**src/sv/rbf_pkg.sv**
```systemverilog
// Package with the types, constants and codes of the registered buffer FIFO.
package rbf_pkg;

  // Storage sizes.
  localparam int QUEUE_DEPTH    = 8;
  localparam int REGISTRY_DEPTH = 16;

  // Field widths fixed by the interface.
  localparam int ID_W    = 8;
  localparam int CAP_W   = 4;
  localparam int QCOUT_W = 4;

  // Widths derived from the storage sizes.
  localparam int Q_CNT_W = $clog2(QUEUE_DEPTH + 1);
  localparam int Q_IDX_W = (QUEUE_DEPTH > 1) ? $clog2(QUEUE_DEPTH) : 1;
  localparam int R_IDX_W = (REGISTRY_DEPTH > 1) ? $clog2(REGISTRY_DEPTH) : 1;
  localparam int CMP_W   = (Q_CNT_W > CAP_W) ? Q_CNT_W : CAP_W;

  // Capacity after reset.
  localparam logic [CAP_W-1:0] CAP_RESET = 4'd8;

  // Command codes.
  typedef enum logic [1:0] {
    CMD_ENQ   = 2'd0,
    CMD_DEQ   = 2'd1,
    CMD_REG   = 2'd2,
    CMD_UNREG = 2'd3
  } cmd_t;

  // Result status codes.
  typedef enum logic [2:0] {
    ST_OK       = 3'd0,
    ST_FULL     = 3'd1,
    ST_NOT_REG  = 3'd2,
    ST_EMPTY    = 3'd3,
    ST_REG_FULL = 3'd4
  } status_t;

  // Controller states.
  typedef enum logic [2:0] {
    S_IDLE,
    S_MATCH,
    S_EXEC,
    S_PURGE,
    S_RESULT
  } state_t;

  // Input item.
  typedef struct packed {
    logic [1:0]      cmd;
    logic [ID_W-1:0] buffer_id;
  } in_item_t;

  // Result item.
  typedef struct packed {
    logic [2:0]         status;
    logic [ID_W-1:0]    out_buffer_id;
    logic               queue_empty;
    logic [QCOUT_W-1:0] queue_count;
  } out_item_t;

  // Commands from the controller to the datapath.
  typedef struct packed {
    logic capture;
    logic match;
    logic exec;
    logic purge_step;
    logic out_load;
  } ctl_cmd_t;

  // Status from the datapath to the controller.
  typedef struct packed {
    logic is_unreg;
    logic purge_last;
  } dp_stat_t;

endpackage

```
**src/sv/registered_buffer_fifo.sv**
```systemverilog
// Top level of the registered buffer FIFO: controller and datapath.
//
// Each input item carries a command (enqueue, dequeue, register handle,
// unregister handle) and an 8-bit buffer handle; each item gives exactly one
// result item with status, dequeued handle, empty flag and queue count.
// Both item channels use valid and stall: an item moves on a rising edge with
// valid high and stall low. The block works on one item at a time; in_stall
// is low only while the controller is idle.
// Enqueue, dequeue and register pass registry compare, execute and result
// load before the result shows; the next item is taken back in idle.
// Unregister adds a purge pass between execute and load, one queue entry per
// cycle plus a closing step that writes back the count of entries kept.
// The next item is accepted while a result still waits in the output
// register; while out_stall is high the result holds and the following item
// waits in its final state until the register frees.
// The capacity register is written through cfg_valid/cfg_ready (always ready)
// and must only be written while the block is idle.
// A synchronous reset (rst_n low) empties the queue and the registry and sets
// the capacity to 8.
module registered_buffer_fifo (
  input  logic                          clk,
  input  logic                          rst_n,
  input  logic                          in_valid,
  output logic                          in_stall,
  input  rbf_pkg::in_item_t             in_item,
  output logic                          out_valid,
  input  logic                          out_stall,
  output rbf_pkg::out_item_t            out_item,
  input  logic                          cfg_valid,
  output logic                          cfg_ready,
  input  logic [rbf_pkg::CAP_W-1:0]     cfg_data
);

  rbf_pkg::ctl_cmd_t cmd;
  rbf_pkg::dp_stat_t stat;

  // The capacity register takes a write in any cycle.
  assign cfg_ready = 1'b1;

  // Controller.
  rbf_ctrl u_ctrl (
    .clk       (clk),
    .rst_n     (rst_n),
    .in_valid  (in_valid),
    .in_stall  (in_stall),
    .out_valid (out_valid),
    .out_stall (out_stall),
    .stat      (stat),
    .cmd       (cmd)
  );

  // Datapath.
  rbf_datapath u_dp (
    .clk       (clk),
    .rst_n     (rst_n),
    .in_item   (in_item),
    .cfg_valid (cfg_valid),
    .cfg_data  (cfg_data),
    .cmd       (cmd),
    .stat      (stat),
    .out_item  (out_item)
  );

endmodule

```
**src/sv/rbf_ctrl.sv**
```systemverilog
// Controller state machine of the registered buffer FIFO.
module rbf_ctrl (
  input  logic              clk,
  input  logic              rst_n,
  input  logic              in_valid,
  output logic              in_stall,
  output logic              out_valid,
  input  logic              out_stall,
  input  rbf_pkg::dp_stat_t stat,
  output rbf_pkg::ctl_cmd_t cmd
);

  rbf_pkg::state_t state_r, state_nxt;
  logic            out_valid_r, out_valid_nxt;
  logic            out_free;

  // The output register can take a result when it is empty or being emptied.
  assign out_free  = !out_valid_r || !out_stall;
  assign out_valid = out_valid_r;

  // State and output-valid registers.
  always_ff @(posedge clk) begin
    if (!rst_n) begin
      state_r     <= rbf_pkg::S_IDLE;
      out_valid_r <= 1'b0;
    end else begin
      state_r     <= state_nxt;
      out_valid_r <= out_valid_nxt;
    end
  end

  // Next state and commands to the datapath.
  always_comb begin
    state_nxt      = state_r;
    cmd            = '0;
    in_stall       = 1'b1;
    out_valid_nxt  = out_valid_r && out_stall;
    case (state_r)
      rbf_pkg::S_IDLE: begin
        in_stall = 1'b0;
        if (in_valid) begin
          cmd.capture = 1'b1;
          state_nxt   = rbf_pkg::S_MATCH;
        end
      end
      rbf_pkg::S_MATCH: begin
        cmd.match = 1'b1;
        state_nxt = rbf_pkg::S_EXEC;
      end
      rbf_pkg::S_EXEC: begin
        cmd.exec  = 1'b1;
        state_nxt = stat.is_unreg ? rbf_pkg::S_PURGE : rbf_pkg::S_RESULT;
      end
      rbf_pkg::S_PURGE: begin
        cmd.purge_step = 1'b1;
        if (stat.purge_last) begin
          state_nxt = rbf_pkg::S_RESULT;
        end
      end
      rbf_pkg::S_RESULT: begin
        if (out_free) begin
          cmd.out_load  = 1'b1;
          out_valid_nxt = 1'b1;
          state_nxt     = rbf_pkg::S_IDLE;
        end
      end
      default: begin
        state_nxt = rbf_pkg::S_IDLE;
      end
    endcase
  end

endmodule

```
**src/sv/rbf_datapath.sv**
```systemverilog
// Datapath of the registered buffer FIFO: queue, registry, capacity and result register.
module rbf_datapath (
  input  logic                             clk,
  input  logic                             rst_n,
  input  rbf_pkg::in_item_t                in_item,
  input  logic                             cfg_valid,
  input  logic [rbf_pkg::CAP_W-1:0]        cfg_data,
  input  rbf_pkg::ctl_cmd_t                cmd,
  output rbf_pkg::dp_stat_t                stat,
  output rbf_pkg::out_item_t               out_item
);

  localparam int QD = rbf_pkg::QUEUE_DEPTH;
  localparam int RD = rbf_pkg::REGISTRY_DEPTH;

  // Captured item.
  rbf_pkg::cmd_t                   item_cmd_r;
  logic [rbf_pkg::ID_W-1:0]        item_id_r;

  // Queue storage, entry 0 is the oldest.
  logic [rbf_pkg::ID_W-1:0]        slot_r [QD];
  logic [rbf_pkg::Q_CNT_W-1:0]     count_r;

  // Registry storage and the registered match and free vectors.
  logic [rbf_pkg::ID_W-1:0]        reg_slot_r [RD];
  logic [RD-1:0]                   reg_valid_r;
  logic [RD-1:0]                   match_r;
  logic [RD-1:0]                   free_r;

  // Capacity register.
  logic [rbf_pkg::CAP_W-1:0]       cap_r;

  // Result of the executed command.
  rbf_pkg::status_t                status_r;
  logic [rbf_pkg::ID_W-1:0]        got_r;

  // Purge pass read and write pointers.
  logic [rbf_pkg::Q_CNT_W-1:0]     rd_r;
  logic [rbf_pkg::Q_CNT_W-1:0]     kept_r;

  logic [rbf_pkg::CMP_W-1:0]       eff_cap;
  logic                            full;
  logic                            registered;
  logic                            has_free;
  logic [rbf_pkg::R_IDX_W-1:0]     free_idx;
  logic [rbf_pkg::R_IDX_W-1:0]     match_idx;
  logic [rbf_pkg::ID_W-1:0]        rd_data;
  logic                            purge_last;
  logic                            purge_keep;
  logic                            enq_ok;
  logic                            deq_ok;
  rbf_pkg::status_t                exec_status;

  // Effective capacity: zero acts as one, values past the depth saturate.
  always_comb begin
    if (cap_r == '0) begin
      eff_cap = rbf_pkg::CMP_W'(1);
    end else if (rbf_pkg::CMP_W'(cap_r) > rbf_pkg::CMP_W'(QD)) begin
      eff_cap = rbf_pkg::CMP_W'(QD);
    end else begin
      eff_cap = rbf_pkg::CMP_W'(cap_r);
    end
  end

  assign full       = rbf_pkg::CMP_W'(count_r) >= eff_cap;
  assign registered = |match_r;
  assign has_free   = |free_r;
  assign enq_ok     = (item_cmd_r == rbf_pkg::CMD_ENQ) && !full && registered;
  assign deq_ok     = (item_cmd_r == rbf_pkg::CMD_DEQ) && (count_r != '0);

  // Lowest free and lowest matching registry slots.
  always_comb begin
    free_idx  = '0;
    match_idx = '0;
    for (int i = RD - 1; i >= 0; i--) begin
      if (free_r[i]) begin
        free_idx = rbf_pkg::R_IDX_W'(i);
      end
      if (match_r[i]) begin
        match_idx = rbf_pkg::R_IDX_W'(i);
      end
    end
  end

  // Purge pass: one queue entry is examined per cycle.
  assign rd_data    = slot_r[rd_r[rbf_pkg::Q_IDX_W-1:0]];
  assign purge_last = (rd_r == count_r);
  assign purge_keep = (rd_data != item_id_r);

  assign stat.is_unreg   = (item_cmd_r == rbf_pkg::CMD_UNREG);
  assign stat.purge_last = purge_last;

  // Status of the command in execution.
  always_comb begin
    case (item_cmd_r)
      rbf_pkg::CMD_ENQ: begin
        if (full) begin
          exec_status = rbf_pkg::ST_FULL;
        end else if (!registered) begin
          exec_status = rbf_pkg::ST_NOT_REG;
        end else begin
          exec_status = rbf_pkg::ST_OK;
        end
      end
      rbf_pkg::CMD_DEQ: begin
        exec_status = (count_r == '0) ? rbf_pkg::ST_EMPTY : rbf_pkg::ST_OK;
      end
      rbf_pkg::CMD_REG: begin
        exec_status = has_free ? rbf_pkg::ST_OK : rbf_pkg::ST_REG_FULL;
      end
      default: begin
        exec_status = rbf_pkg::ST_OK;
      end
    endcase
  end

  // Control state: capacity, queue count, registry valid bits.
  always_ff @(posedge clk) begin
    if (!rst_n) begin
      cap_r       <= rbf_pkg::CAP_RESET;
      count_r     <= '0;
      reg_valid_r <= '0;
    end else begin
      if (cfg_valid) begin
        cap_r <= cfg_data;
      end
      if (cmd.exec && enq_ok) begin
        count_r <= count_r + rbf_pkg::Q_CNT_W'(1);
      end else if (cmd.exec && deq_ok) begin
        count_r <= count_r - rbf_pkg::Q_CNT_W'(1);
      end else if (cmd.purge_step && purge_last) begin
        count_r <= kept_r;
      end
      if (cmd.exec && (item_cmd_r == rbf_pkg::CMD_REG) && has_free) begin
        reg_valid_r[free_idx] <= 1'b1;
      end else if (cmd.exec && (item_cmd_r == rbf_pkg::CMD_UNREG) && registered) begin
        reg_valid_r[match_idx] <= 1'b0;
      end
    end
  end

  // Captured item, match vectors and execution results.
  always_ff @(posedge clk) begin
    if (cmd.capture) begin
      item_cmd_r <= rbf_pkg::cmd_t'(in_item.cmd);
      item_id_r  <= in_item.buffer_id;
    end
    if (cmd.match) begin
      for (int i = 0; i < RD; i++) begin
        match_r[i] <= reg_valid_r[i] && (reg_slot_r[i] == item_id_r);
        free_r[i]  <= !reg_valid_r[i];
      end
    end
    if (cmd.exec) begin
      status_r <= exec_status;
      got_r    <= deq_ok ? slot_r[0] : '0;
      rd_r     <= '0;
      kept_r   <= '0;
    end else if (cmd.purge_step && !purge_last) begin
      rd_r <= rd_r + rbf_pkg::Q_CNT_W'(1);
      if (purge_keep) begin
        kept_r <= kept_r + rbf_pkg::Q_CNT_W'(1);
      end
    end
  end

  // Queue entries: shift on dequeue, append on enqueue, compact on purge.
  always_ff @(posedge clk) begin
    if (cmd.exec && deq_ok) begin
      for (int i = 0; i < QD - 1; i++) begin
        slot_r[i] <= slot_r[i+1];
      end
    end else if (cmd.exec && enq_ok) begin
      slot_r[count_r[rbf_pkg::Q_IDX_W-1:0]] <= item_id_r;
    end else if (cmd.purge_step && !purge_last && purge_keep) begin
      slot_r[kept_r[rbf_pkg::Q_IDX_W-1:0]] <= rd_data;
    end
  end

  // Registry handles.
  always_ff @(posedge clk) begin
    if (cmd.exec && (item_cmd_r == rbf_pkg::CMD_REG) && has_free) begin
      reg_slot_r[free_idx] <= item_id_r;
    end
  end

  // Result register.
  always_ff @(posedge clk) begin
    if (cmd.out_load) begin
      out_item.status        <= status_r;
      out_item.out_buffer_id <= got_r;
      out_item.queue_empty   <= (count_r == '0);
      out_item.queue_count   <= rbf_pkg::QCOUT_W'(count_r);
    end
  end

endmodule

```
**config.mk**
```make
export PLATFORM = sky130hd
export DESIGN_NAME = registered_buffer_fifo
export DESIGN_NICKNAME = d
export VERILOG_FILES = /design/src/sv/rbf_pkg.sv /design/src/sv/registered_buffer_fifo.sv /design/src/sv/rbf_ctrl.sv /design/src/sv/rbf_datapath.sv
export SDC_FILE = /design/constraint.sdc
export NUM_CORES = 1
export LEC_CHECK = 0
export BUFFER_PORTS_ARGS = -buffer_cell sky130_fd_sc_hd__buf_2
export CORE_MARGIN = 5
export CORE_UTILIZATION = 40
export DETAILED_ROUTE_END_ITERATION = 7
export SETUP_SLACK_MARGIN = 0.2
export SLEW_MARGIN = 20
export SYNTH_ARGS = -nofsm -noshare
export SYNTH_HDL_FRONTEND = slang
export SYNTH_HIERARCHICAL = 1
export SYNTH_SLANG_ARGS = --single-unit
```
**constraint.sdc**
```tcl
create_clock -name clk -period 5.62 [get_ports clk]
set_input_delay 0.281 -clock clk [delete_from_list [all_inputs] [get_ports clk]]
set_output_delay 0.281 -clock clk [all_outputs]
set_load 0.02 [all_outputs]
```
==> out/qor.csv <==
stage,metric,value,unit
synthesis,synth-main-ff-cell,edfxtp_1,
drt,antenna_left,0,
die,initial_core_util,0.403,
sta,period_minus_slack,4.53,ns
grt,track_usage,0.153,
drt,drtIter0Drc,529,
sta,rsz0062_at_grt,false,
cts,clk_pin_slew,0.06,ns
cts,cts.sinks,300,
sta,slew_headroom,0.285,
setup_path,crit_path_start_kind,register,
die,fp-row-count,67,
die,die_height,193,um
power_and_ir_drop,power_frac_comb,0.059,
synthesis,synthCells,948,
sta,finalSetupViolCount,0,
die,die_w,193,um
setup_path,cp.required,5.74,ns
sta,fmax,0.221,GHz
power_and_ir_drop,finalPower,4.75,mW
sta,period_share,0.806,
setup_path,r2r_cells,9,
place,dp_hpwl,18900,um
cells_and_area,syn_to_final_growth,13.9,%
setup_path,reg2reg_slack,1.09,ns
grt,grt_start_max_net_pins,34,
synthesis,netlist.area_leader.share,0.582,
grt,grt_antenna_before_repair,0,
cts,cts_tree,yes,
place,io_buffers,36,
synthesis,synth_edf_count,261,
synthesis,yosysMostFrequentCell,edfxtp_1,
power_and_ir_drop,clkPwrFrac,0.417,
cts,root_buffer,clkbuf_16,
outcome,status,"finished, final reports clean",
power_and_ir_drop,p_sw_frac,0.223,
cells_and_area,diodes,0,
die,pin_count,38,
setup_path,worstPathArrival,4.65,ns
power_and_ir_drop,p_switching,1.06,mW
synthesis,ys_async_sr_fraction,0,
sta,setup_tns,0,ns
drt,post-route-drc-count,0,
setup_path,cp-end-kind,register,
synthesis,synth_warnings,6,
setup_path,crit_type,register to register,
min_path,holdCritStartpoint,out_stall,
power_and_ir_drop,power_density,309,mW/mm^2
grt,grt_pass1_vias,7557,
synthesis,yosysSeqAreaShare,0.640,
synthesis,yosys.area.top_type,edfxtp_1,
setup_path,cp_max_fo,20,
synthesis,yosys-top-cells-count,"edfxtp_1, xnor2_1, nor2_1",
setup_path,reg2reg_to,u_dp/slot_r[5][0]$_DFFE_PP_,
power_and_ir_drop,pwr-share-seq,0.525,
min_path,hp-class,input port to register,
sta,finalHoldViolCount,0,
power_and_ir_drop,ir_drop,0.179,mV
synthesis,syn_area,0.0135,sq mm
synthesis,synthTopCellsByArea,"edfxtp_1, xnor2_1, dfxtp_1",
drt,dr.pass1.iters,5,
synthesis,syn_avg_cell_area,14.2,sq um
place,place.gp.congestion,0.872,
synthesis,synth-seq-cells,300,
grt,grt-ovfl-total,0,
die,die_area,0.0374,sq mm
drt,wl_met3,1800,um
drt,post_drt_wl_per_cell,19.4,um
power_and_ir_drop,p_int,3.69,mW
sta,fin_skew,0.0198,ns
cts,post_cts_buffers,0,
cells_and_area,nNetsFinal,1050,
drt,avgViaCountPerCell,5.20,
drt,met1_length,14000,um
cts,insertion_delay,0.52,ns
cts,clockBufferDepth,3,
flow_run,maxCapViolations,0,
drt,drt_wl_total,28900,um
synthesis,synth.distinct_cells,73,
cts,cts_resized,0,
cts,h-tree-depth,2,
setup_path,critPathCapture,u_dp/slot_r[5][0]$_DFFE_PP_,
sta,worst_pin_slew,1.07,ns
grt,grt_pass1_wl,45100,um
power_and_ir_drop,total_leakage_power,5.01,nW
cells_and_area,final_layout_size_suffix_gt1_frac,0.183,
drt,routed.top_layer,met4,
cts,numCtsBuffers,34,
die,coreArea,0.0334,sq mm
cells_and_area,nFillCells,2986,
drt,vias,7755,
sta,finalMaxSlewViolations,0,
synthesis,syn-num-nets,975,
drt,met2WireLength,12400,um
cts,cts_hold_repair.buffers,14,
worst min-delay path by stage:
stage,end,cells past startpoint
global placement,u_dp/out_item[13]$_DFFE_PP_,0
CTS,u_ctrl/out_valid$_SDFF_PN0_,3
global route,u_ctrl/out_valid$_SDFF_PN0_,3
floorplan,u_dp/item_cmd_r[0]$_DFFE_PP_,0
finish,u_ctrl/out_valid$_SDFF_PN0_,3
detailed placement,u_dp/out_item[13]$_DFFE_PP_,0
critical path, stage by stage, from the launching register on:
cell,delay (ns)
dfxtp_1,0.97
buf_4,0.29
mux2i_1,0.21
a22oi_1,0.13
and3b_1,0.21
nor4_1,0.55
a31oi_4,0.24
a32o_2,0.35
a311o_4,0.36
nor2_1,0.82
layout by cell type, fill, tap and decap left out, types with 8 or more instances in the layout:
cell type,Yosys,final
a21oi_1,22,22
buf_2,2,36
xnor2_1,119,119
inv_1,36,36
mux2_4,8,8
ha_1,8,8
edfxtp_1,261,261
nand2_1,38,38
mux2_2,48,48
nor4_1,30,30
o21ai_0,20,20
and2_1,12,12
clkbuf_16,0,34
xor2_1,24,24
nor2_1,56,56
dfxtp_1,39,39
buf_4,10,25
nand3_1,21,21
dlygate4sd3_1,0,14
mux2i_1,24,24
nand4_1,19,19
cell type report:
class	instances	area [sq um]	share of cell area
clock buffer	42	891	0.0581
timing repair buffer	75	508	0.0331
inverter	37	139	0.00906
multi-input combinational	575	4520	0.295
clock inverter	15	96.3	0.00628
tap	448	561	0.0365
sequential	300	8620	0.562
flip-flops by register name, summed over array words and instances, names as in the netlist, 4 cells and up, named ones only:
| register | cells |
|---|---|
| u_dp/got_r | 8 |
| u_dp/reg_valid_r | 16 |
| u_dp/count_r | 4 |
| u_dp/free_r | 16 |
| u_dp/kept_r | 4 |
| u_dp/cap_r | 4 |
| u_dp/item_id_r | 8 |
| u_dp/rd_r | 4 |
| u_dp/slot_r | 64 |
| u_dp/match_r | 16 |
| u_dp/reg_slot_r | 128 |
| u_dp/out_item | 16 |
kinds of logic after synthesis:
logic type | Yosys count | synth area share
multiplexers | 88 | 0.0820
adder cells (fa/ha/maj) | 8 | 0.00744
other | 1 | 0.000279
buffers and inverters | 73 | 0.0244
AO/OA/AOI/OAI | 111 | 0.0621
flip-flops | 300 | 0.640
AND/OR/NAND/NOR | 224 | 0.0905
XOR/XNOR | 143 | 0.0930
metrics by stage:
stage	hold WS (ns)	instance area, sq um	instances	util	worst slack, ns
after floorplan	0.380	13500	948	-	1.36
after CTS	0.0196	15300	1492	0.460	1.25
after global placement	0.400	14200	1421	0.426	1.35
after global routing	0.0416	15300	1492	0.460	0.924
final	0.0462	15300	1492	0.460	1.09
after detailed placement	0.405	14200	1421	0.426	1.20
power groups by stage:
stage | Sequential, mW | Clock, mW | Combinational [mW]
floorplan | 2.53 | 0 | 0.191
global placement | 2.54 | 0 | 0.271
detailed placement | 2.54 | 0 | 0.274
CTS | 2.49 | 2.05 | 0.282
global route | 2.49 | 2.14 | 0.306
finish | 2.49 | 1.98 | 0.278
routing by layer:
layer / global-route usage / vias to the layer above
met4: 0.0451 / 0
met1: 0.227 / 3825
met3: 0.0350 / 47
met5: 0 / -
li1: - / 3689
met2: 0.224 / 194
(Power assumes the default switching activity.)
